### config.mk
export PLATFORM = sky130hd
export DESIGN_NAME = cdq_ctrl
export DESIGN_NICKNAME = d
export VERILOG_FILES = /design/src/sv/cdq_pkg.sv /design/src/sv/cdq_ctrl.sv
export VERILOG_INCLUDE_DIRS = /design/src /design/src/sv
export SDC_FILE = /design/constraint.sdc
export NUM_CORES = 1
export LEC_CHECK = 0
export BUFFER_PORTS_ARGS = -buffer_cell sky130_fd_sc_hd__buf_4
export CAP_MARGIN = 15
export CORE_MARGIN = 3
export CORE_UTILIZATION = 40
export DETAILED_ROUTE_END_ITERATION = 12
export PLACE_DENSITY_LB_ADDON = 0.05
export SLEW_MARGIN = 25
export SYNTH_ARGS = -nofsm -noshare
export SYNTH_HDL_FRONTEND = slang
export SYNTH_SLANG_ARGS = --single-unit
### constraint.sdc
create_clock -name clock -period 8.37 [get_ports clock]
set_clock_uncertainty 0.1 [all_clocks]
set_input_delay 1.2555 -clock clock [delete_from_list [all_inputs] [get_ports clock]]
set_output_delay 1.2555 -clock clock [all_outputs]
set_load 0.03 [all_outputs]
### src/sv/assert_macros.svh
// Assertion macros used by the deque pointer control (cdq_ctrl).
// Every macro assumes a clock named clock and an active-high reset named reset.
`ifndef ASSERT_MACROS_SVH
`define ASSERT_MACROS_SVH

// Condition must hold at every clock edge outside reset.
`define ASSERT_ALWAYS(label, expr, msg) \
   label: assert property (@(posedge clock) disable iff (reset) (expr)) \
      else $error(msg);

// Consequent must hold in the same cycle as the antecedent.
`define ASSERT_IMPLIES(label, ante, cons, msg) \
   label: assert property (@(posedge clock) disable iff (reset) (ante) |-> (cons)) \
      else $error(msg);

// Consequent must hold in the cycle after the antecedent.
`define ASSERT_NEXT(label, ante, cons, msg) \
   label: assert property (@(posedge clock) disable iff (reset) (ante) |=> (cons)) \
      else $error(msg);

`endif

### src/sv/cdq_pkg.sv
// Package for the circular deque: field widths, operation codes, CSR map
// and the status struct passed from the pointer control to the top level.
package cdq_pkg;

   localparam int DATA_W           = 32;
   localparam int OP_W             = 3;
   localparam int CFG_W            = 11;
   localparam int DEFAULT_CAPACITY = 1024;

   // CSR map: one 32-bit register per word, index taken from paddr[2].
   localparam int         CSR_ADDR_W       = 3;
   localparam int         CSR_DATA_W       = 32;
   localparam logic [0:0] CSR_CAPACITY_IDX = 1'b0;

   // Operation codes.
   localparam logic [OP_W-1:0] OP_PUSH_FRONT = 3'd0;
   localparam logic [OP_W-1:0] OP_PUSH_BACK  = 3'd1;
   localparam logic [OP_W-1:0] OP_POP_FRONT  = 3'd2;
   localparam logic [OP_W-1:0] OP_POP_BACK   = 3'd3;
   localparam logic [OP_W-1:0] OP_QUERY      = 3'd4;

   typedef struct packed {
      logic accepted;
      logic empty;
      logic full;
   } cdq_status_type;

endpackage

### src/sv/cdq_ctrl.sv
// Pointer and count control of the circular deque: head, tail and element
// count registers, wrap arithmetic and store addressing. Depends on cdq_pkg.
`include "assert_macros.svh"

module cdq_ctrl #(
   parameter int CAPACITY = cdq_pkg::DEFAULT_CAPACITY,
   parameter int PTR_W    = $clog2(CAPACITY),
   parameter int CNT_W    = $clog2(CAPACITY + 1)
) (
   input  logic                         clock,
   input  logic                         reset,
   input  logic                         cfg_wr,
   input  logic [CNT_W-1:0]             cap,
   input  logic                         exec,
   input  logic [cdq_pkg::OP_W-1:0]     op,
   output logic                         wr_en,
   output logic [PTR_W-1:0]             wr_addr,
   output logic [PTR_W-1:0]             front_addr,
   output logic [PTR_W-1:0]             rear_addr,
   output cdq_pkg::cdq_status_type      status
);
   import cdq_pkg::*;

   logic [PTR_W-1:0] head_ff, head_in;
   logic [PTR_W-1:0] tail_ff, tail_in;
   logic [CNT_W-1:0] count_ff, count_in;

   logic [PTR_W-1:0] cap_m1;
   logic [CNT_W-1:0] head_p1, tail_p1;
   logic [PTR_W-1:0] head_inc, head_dec, tail_inc, tail_dec, rear_dec;
   logic             full, empty, ok, push_op;

   assign cap_m1   = PTR_W'(cap - CNT_W'(1));
   assign head_p1  = CNT_W'(head_ff) + CNT_W'(1);
   assign tail_p1  = CNT_W'(tail_ff) + CNT_W'(1);
   assign head_inc = (head_p1 >= cap) ? '0 : head_p1[PTR_W-1:0];
   assign tail_inc = (tail_p1 >= cap) ? '0 : tail_p1[PTR_W-1:0];
   assign head_dec = (head_ff == '0) ? cap_m1 : head_ff - PTR_W'(1);
   assign tail_dec = (tail_ff == '0) ? cap_m1 : tail_ff - PTR_W'(1);

   assign full  = (count_ff >= cap);
   assign empty = (count_ff == '0);

   always_comb begin
      head_in  = head_ff;
      tail_in  = tail_ff;
      count_in = count_ff;
      ok       = 1'b0;
      wr_en    = 1'b0;
      wr_addr  = tail_ff;
      unique case (op)
         OP_PUSH_FRONT: begin
            if (!full) begin
               head_in  = head_dec;
               wr_en    = exec;
               wr_addr  = head_dec;
               count_in = count_ff + CNT_W'(1);
               ok       = 1'b1;
            end
         end
         OP_PUSH_BACK: begin
            if (!full) begin
               tail_in  = tail_inc;
               wr_en    = exec;
               wr_addr  = tail_ff;
               count_in = count_ff + CNT_W'(1);
               ok       = 1'b1;
            end
         end
         OP_POP_FRONT: begin
            if (!empty) begin
               head_in  = head_inc;
               count_in = count_ff - CNT_W'(1);
               ok       = 1'b1;
            end
         end
         OP_POP_BACK: begin
            if (!empty) begin
               tail_in  = tail_dec;
               count_in = count_ff - CNT_W'(1);
               ok       = 1'b1;
            end
         end
         OP_QUERY: begin
            ok = 1'b1;
         end
         default: begin
            ok = 1'b0;
         end
      endcase
   end

   // Rear element sits one slot before the updated tail.
   assign rear_dec   = (tail_in == '0) ? cap_m1 : tail_in - PTR_W'(1);
   assign front_addr = head_in;
   assign rear_addr  = rear_dec;

   assign status.accepted = ok;
   assign status.empty    = (count_in == '0);
   assign status.full     = (count_in >= cap);

   assign push_op = (op == OP_PUSH_FRONT) || (op == OP_PUSH_BACK);

   always_ff @(posedge clock) begin
      if (reset || cfg_wr) begin
         head_ff  <= '0;
         tail_ff  <= '0;
         count_ff <= '0;
      end else if (exec) begin
         head_ff  <= head_in;
         tail_ff  <= tail_in;
         count_ff <= count_in;
      end
   end

   `ASSERT_ALWAYS(a_ptr_range, (CNT_W'(head_ff) < cap) && (CNT_W'(tail_ff) < cap), "pointer beyond capacity")
   `ASSERT_IMPLIES(a_ptr_meet, head_ff == tail_ff, (count_ff == '0) || (count_ff == cap), "pointers meet with partial count")
   `ASSERT_NEXT(a_push_count, exec && !cfg_wr && ok && push_op, count_ff == $past(count_ff) + CNT_W'(1), "accepted push did not grow count")

endmodule

=== Yosys cells after proc, flatten, opt, wreduce, memory -nomap -nowiden ===
Index checks and enable logic that the tools add are counted.

* Equality and inequality tests: 4
* Reductions and logical operators: 9
* $lt $le $gt $ge: 4
* Add/sub/neg operators: 8
* Multiplexer cells: 21

{| class="wikitable"
|+ Operator list
! operator !! count
|-
| $mux W10 || 11
|-
| $ge A11 B11 Y1 || 4
|-
| $pmux W10 S2 || 2
|-
| $sub A10 B1 Y10 const B || 4
|-
| $logic_not A10 Y1 || 3
|-
| $add A10 B1 Y11 const B || 2
|-
| $logic_not A11 Y1 || 2
|-
| $mux W11 || 2
|-
| $pmux W11 S2 || 1
|-
| $add A11 B1 Y11 const B || 1
|-
| $sub A11 B1 Y11 const B || 1
|-
| $eq A3 B2 Y1 const B || 2
|-
| $mux W1 || 4
|-
| $reduce_or A2 Y1 || 2
|-
| $eq A3 B1 Y1 const B || 1
|-
| $eq A3 B3 Y1 const B || 1
|-
| $logic_not A3 Y1 || 1
|-
| $pmux W1 S3 || 1
|-
| $logic_or A1 B1 Y1 || 1
|}

* Bits of input ports: 18
* Logic and storage cells: 49
* Register bits after elaboration: 31

=== Logic depth before layout (Yosys ltp) ===
* Word-level depth: 7
* Mapped depth: 20
* Gate-level depth less buffers: 19

=== Worst setup path after synthesis ===
OpenSTA, ideal clock, no wires.

* Path kind: input-to-output
* Start point: input port cap[4]
* End point: output port status[0] in the netlist's numbering
* Path slack: 2151 ps
* Required time: 7015 ps
* Cell stages on the path: 18
* Data arrival time: 4863 ps
* Path buffers: 0
* Cell sequence: inv_1 -> ha_1 -> a21oi_1 -> o21ai_0 -> a21oi_1 -> o21ai_1 -> a211oi_1 -> xnor2_1 -> ha_1 -> nand2b_1 -> a21o_1 -> a21o_1 -> a21o_1 -> a21o_1 -> a21o_1 -> a2111oi_0 -> o21bai_1 -> a21o_1

{| class="wikitable"
|+ RTL lines
! item !! RTL line !! source
|-
| start, declared || cdq_ctrl.sv:13 || <nowiki>input logic [CNT_W-1:0] cap,</nowiki>
|-
| end, declared || cdq_ctrl.sv:20 || <nowiki>output cdq_pkg::cdq_status_type status</nowiki>
|}

=== Worst setup path after layout ===
* Start point: register tail_ff[0]
* End point: output port rear_addr[2]

* Word-level cells in the longest chain between the ends: 7
* Elaborated cells between the ends (all ways): 12
* Classes of those cells: add/sub: 3; order compare: 1; mux: 6; reduce/logical: 2

{| class="wikitable"
|+ RTL lines
! item !! RTL line !! source
|-
| start, declared || cdq_ctrl.sv:25 || <nowiki>logic [PTR_W-1:0] tail_ff, tail_in;</nowiki>
|-
| start signal, assigned || cdq_ctrl.sv:111 || <nowiki>tail_ff <= tail_in;</nowiki>
|-
| $add A10 B1 Y11 || cdq_ctrl.sv:35 || <nowiki>assign tail_p1 = CNT_W'(tail_ff) + CNT_W'(1);</nowiki>
|-
| $ge A11 B11 Y1 || cdq_ctrl.sv:37 || <nowiki>assign tail_inc = (tail_p1 >= cap) ? '0 : tail_p1[PTR_W-1:0];</nowiki>
|-
| $mux W10 || cdq_ctrl.sv:37 ||
|-
| $mux W10 || cdq_ctrl.sv:62 || <nowiki>if (!full) begin</nowiki>
|-
| $pmux W10 S2 * || cdq_ctrl.sv:51 || <nowiki>unique case (op)</nowiki>
|-
| $sub A10 B1 Y10 / $logic_not A10 Y1 (equally long branches) || cdq_ctrl.sv:94 || <nowiki>assign rear_dec = (tail_in == '0) ? cap_m1 : tail_in - PTR_W'(1);</nowiki>
|-
| $mux W10 * || cdq_ctrl.sv:94 ||
|-
| end, declared || cdq_ctrl.sv:19 || <nowiki>output logic [PTR_W-1:0] rear_addr,</nowiki>
|}

Every way passes the cells marked *; elsewhere a longest branch is shown, timed or not.

==> impl_metrics.env <==
export IMPL_synthFlopType="dfxtp_1"
export IMPL_dp_hpwl_um=13800
export IMPL_start_util_pct=42.0
export IMPL_yosys_area_top_type="ha_1"
export IMPL_routedWlPerCell_um=21.9
export IMPL_power_density_nw_per_um2=123
export IMPL_max_vdd_ir_drop_mv=0.0719
export IMPL_final_hold_viol_count=0
export IMPL_worstSkewPairLatency_ns=0.28
export IMPL_gp_congestion=0.974
export IMPL_r2r_end="tail_ff[0]"
export IMPL_cp_data_arrival_time_ns=5.89
export IMPL_drt_pass1_iterations=7
export IMPL_final_max_slew_viol_count=0
export IMPL_end_kind="output port"
export IMPL_p_seq_share_pct=24.3
export IMPL_cp_required_ns=7.01
export IMPL_syn_to_final_growth_pct=10.4
export IMPL_cts_root_buffer="clkbuf_16"
export IMPL_port_buffers=51
export IMPL_crit_slowest_cell="dfxtp_1"
export IMPL_cts_tree="built"
export IMPL_postLayoutCellArea_um2=5420
export IMPL_synth_edf_count=0
export IMPL_drt_wl_total_um=18700
export IMPL_path_buf_inv=3
export IMPL_pwr_share_comb_pct=48.0
export IMPL_synth_seq_cells=31
export IMPL_crit_path_max_fanout=12
export IMPL_drt_iter0_drc=417
export IMPL_ios=52
export IMPL_grt_max_degree=35
export IMPL_worstSetupStartpointType="register"
export IMPL_cts_setup_buffers=0
export IMPL_tns_ns=0
export IMPL_drive_above_1_share_pct=11.1
export IMPL_rows=39
export IMPL_min_path_type="register to register"
export IMPL_die_area_um2=13600
export IMPL_fmax_mhz=138
export IMPL_crit_end="rear_addr[2]"
export IMPL_yosys_top_cells_area="ha_1 (13%), dfxtp_1 (13%), nor2_1 (5.4%), nand2_1 (4.8%), xor2_1 (4.5%)"
export IMPL_ys_seq_area_share_pct=12.6
export IMPL_setup_viol=0
export IMPL_net_switching_power_uw=294
export IMPL_die_y_um=117
export IMPL_grt_pass1_vias=4865
export IMPL_diodes=0
export IMPL_synth_distinct_cells=76
export IMPL_cts_inserted_buffers=5
export IMPL_clk_pin_slew_ns=0.06
export IMPL_rsz0062_at_grt="no"
export IMPL_max_cap_viol_count=0
export IMPL_gr_total_overflow=0
export IMPL_final_min_clock_period_ns=7.24
export IMPL_nFillCells=1259
export IMPL_slowest_delay_ns=0.62
export IMPL_grt_pass1_wl_um=28100
export IMPL_worstSetupPathType="register to output port"
export IMPL_crit_start="tail_ff[0]"
export IMPL_r2r_setup_slack_ns=3.68
export IMPL_post_route_period_util_pct=86.5
export IMPL_crit_family="simple AND/OR/NAND/NOR gates"
export IMPL_route_detailed_drc=0
export IMPL_cts_sinks=31
export IMPL_final_nets=781
export IMPL_cts_resized=0
export IMPL_slew_headroom_pct=36.3
export IMPL_p_leak_uw=0.00241
export IMPL_reg2regPathDepth=15
export IMPL_cts_max_level=2
export IMPL_netlist_area_um2=4910
export IMPL_synth_fp_nets=772
export IMPL_synthCells=701
export IMPL_tightest_slew_ns=0.947
export IMPL_status="completed"
export IMPL_antenna_left=0
export IMPL_vias=5408
export IMPL_placed_cell_area_um2=5280
export IMPL_fin_hold_ws_ns=0.543
export IMPL_yosys_warnings=0
export IMPL_switching_share_pct=44.0
export IMPL_avgSynthCellArea_um2=7.01
export IMPL_die_w_um=117
export IMPL_cp_num_cells=20
export IMPL_worstPathCellList="ha_1 > and3_1 > nand2_1 > nor2_1 > xnor2_1 > inv_1 > ha_1 > a211oi_1 > nor2_1 > or3_1 > nor2_1 > nand3_1 > o211ai_1 > inv_1 > ha_1 > and3_1 > and2_1 > nand3_2 > mux2_1 > buf_4"
export IMPL_p_int_uw=375
export IMPL_cts_buffer_depth=2
export IMPL_yosysTopAreaCellShare_pct=13.5
export IMPL_core_region_area_um2=11700
export IMPL_grt_usage_pct=26.8
export IMPL_r2r_start="tail_ff[0]"
export IMPL_viasPerCell=6.33
export IMPL_yosysMostFrequentCell="nor2_1"
export IMPL_antenna_found_initial=0
export IMPL_clkPwrFrac_pct=27.7
export IMPL_async_reset_ff_share_pct=0
export IMPL_synth_common_cells="nor2_1 (71), nand2_1 (63), ha_1 (53), clkbuf_1 (42), a21oi_1 (39)"
export IMPL_cts_hold_buf=0
==> stage by stage <==
stage	util, %	power (uW)	instances	setup slack, ns
2_1_floorplan	-	383	701	2.15
3_3_place_gp	45.1	482	846	1.51
3_5_place_dp	45.1	482	846	1.41
4_1_cts	46.3	668	854	1.20
5_1_grt	46.3	703	854	0.813
6_report	46.3	669	854	1.13
==> state kept, by name (all words and copies together), names as in the netlist <==
register / cells
tail_ff: 10
head_ff: 10
count_ff: 11
==> power groups by stage <==
stage	clock network, uW	registers [uW]	logic, uW
after global routing	194	163	346
after floorplan	0	156	227
after detailed placement	0	165	317
final	186	162	321
after CTS	187	162	319
after global placement	0	165	316
==> worst min path at each step <==
stage                     startpoint  cells after the start          to
after floorplan           tail_ff[1]                      2  tail_ff[1]
after global placement    tail_ff[8]                      2  tail_ff[8]
after detailed placement  tail_ff[8]                      2  tail_ff[8]
after CTS                 tail_ff[8]                      2  tail_ff[8]
after global routing      tail_ff[1]                      2  tail_ff[1]
final                     tail_ff[9]                      2  tail_ff[9]
==> routing by layer <==
metal	wire, um	vias up	global-route usage (%)
met5	0	-	0
li1	-	2603	-
met3	1220	37	2.98
met2	8470	221	43.4
met1	8470	2547	37.2
met4	528	0	8.79
==> layout make-up <==
cell class	instances	area [um2]	share of cell area, %
Multi-Input combinational cell	582	3940	72.6
Sequential cell	31	621	11.4
Timing Repair Buffer	55	413	7.61
Tap cell	143	179	3.30
Inverter	35	131	2.42
Clock buffer	5	125	2.31
Clock inverter	3	15.0	0.277
==> tightest hold or removal path: cells and delay by family, from the launching register on <==
| family | cells | cell delay, ns |
|---|---|---|
| flip-flops | 1 | 0.42 |
| AO/OA/AOI/OAI | 1 | 0.05 |
| AND/OR/NAND/NOR | 1 | 0.13 |
==> placed cells by master (no fill, tap or decap), types with 5 or more instances in the layout <==
master	instances
nand4_1	8
nor2_1	71
nand2b_1	6
mux2i_1	14
a31oi_1	6
clkbuf_16	5
o211ai_1	9
a211oi_1	14
mux2_2	5
inv_1	33
o21ai_1	6
or3_1	5
o21ai_0	38
nor4_1	13
a21o_1	11
ha_1	53
dfxtp_1	31
xnor2_1	19
a22o_1	8
a21oi_1	39
xor2_1	25
nor3_1	29
and2_1	5
buf_4	55
o31ai_1	9
nand3_1	30
and3_1	9
o21a_1	5
nand2_1	63
==> logic make-up (layout without fill, tap and decap cells) <==
kind of cell	Yosys count	after routing	synth area share, %
AOI/OAI and AO/OA	196	196	27.2
xor gates and xnor gates	44	44	7.84
adders and majority gates	53	53	13.5
buffers and inverters	88	98	7.21
DFF	31	31	12.6
muxes	20	20	4.23
and+or+nand+nor	269	269	27.4
(Power assumes the default switching activity.)
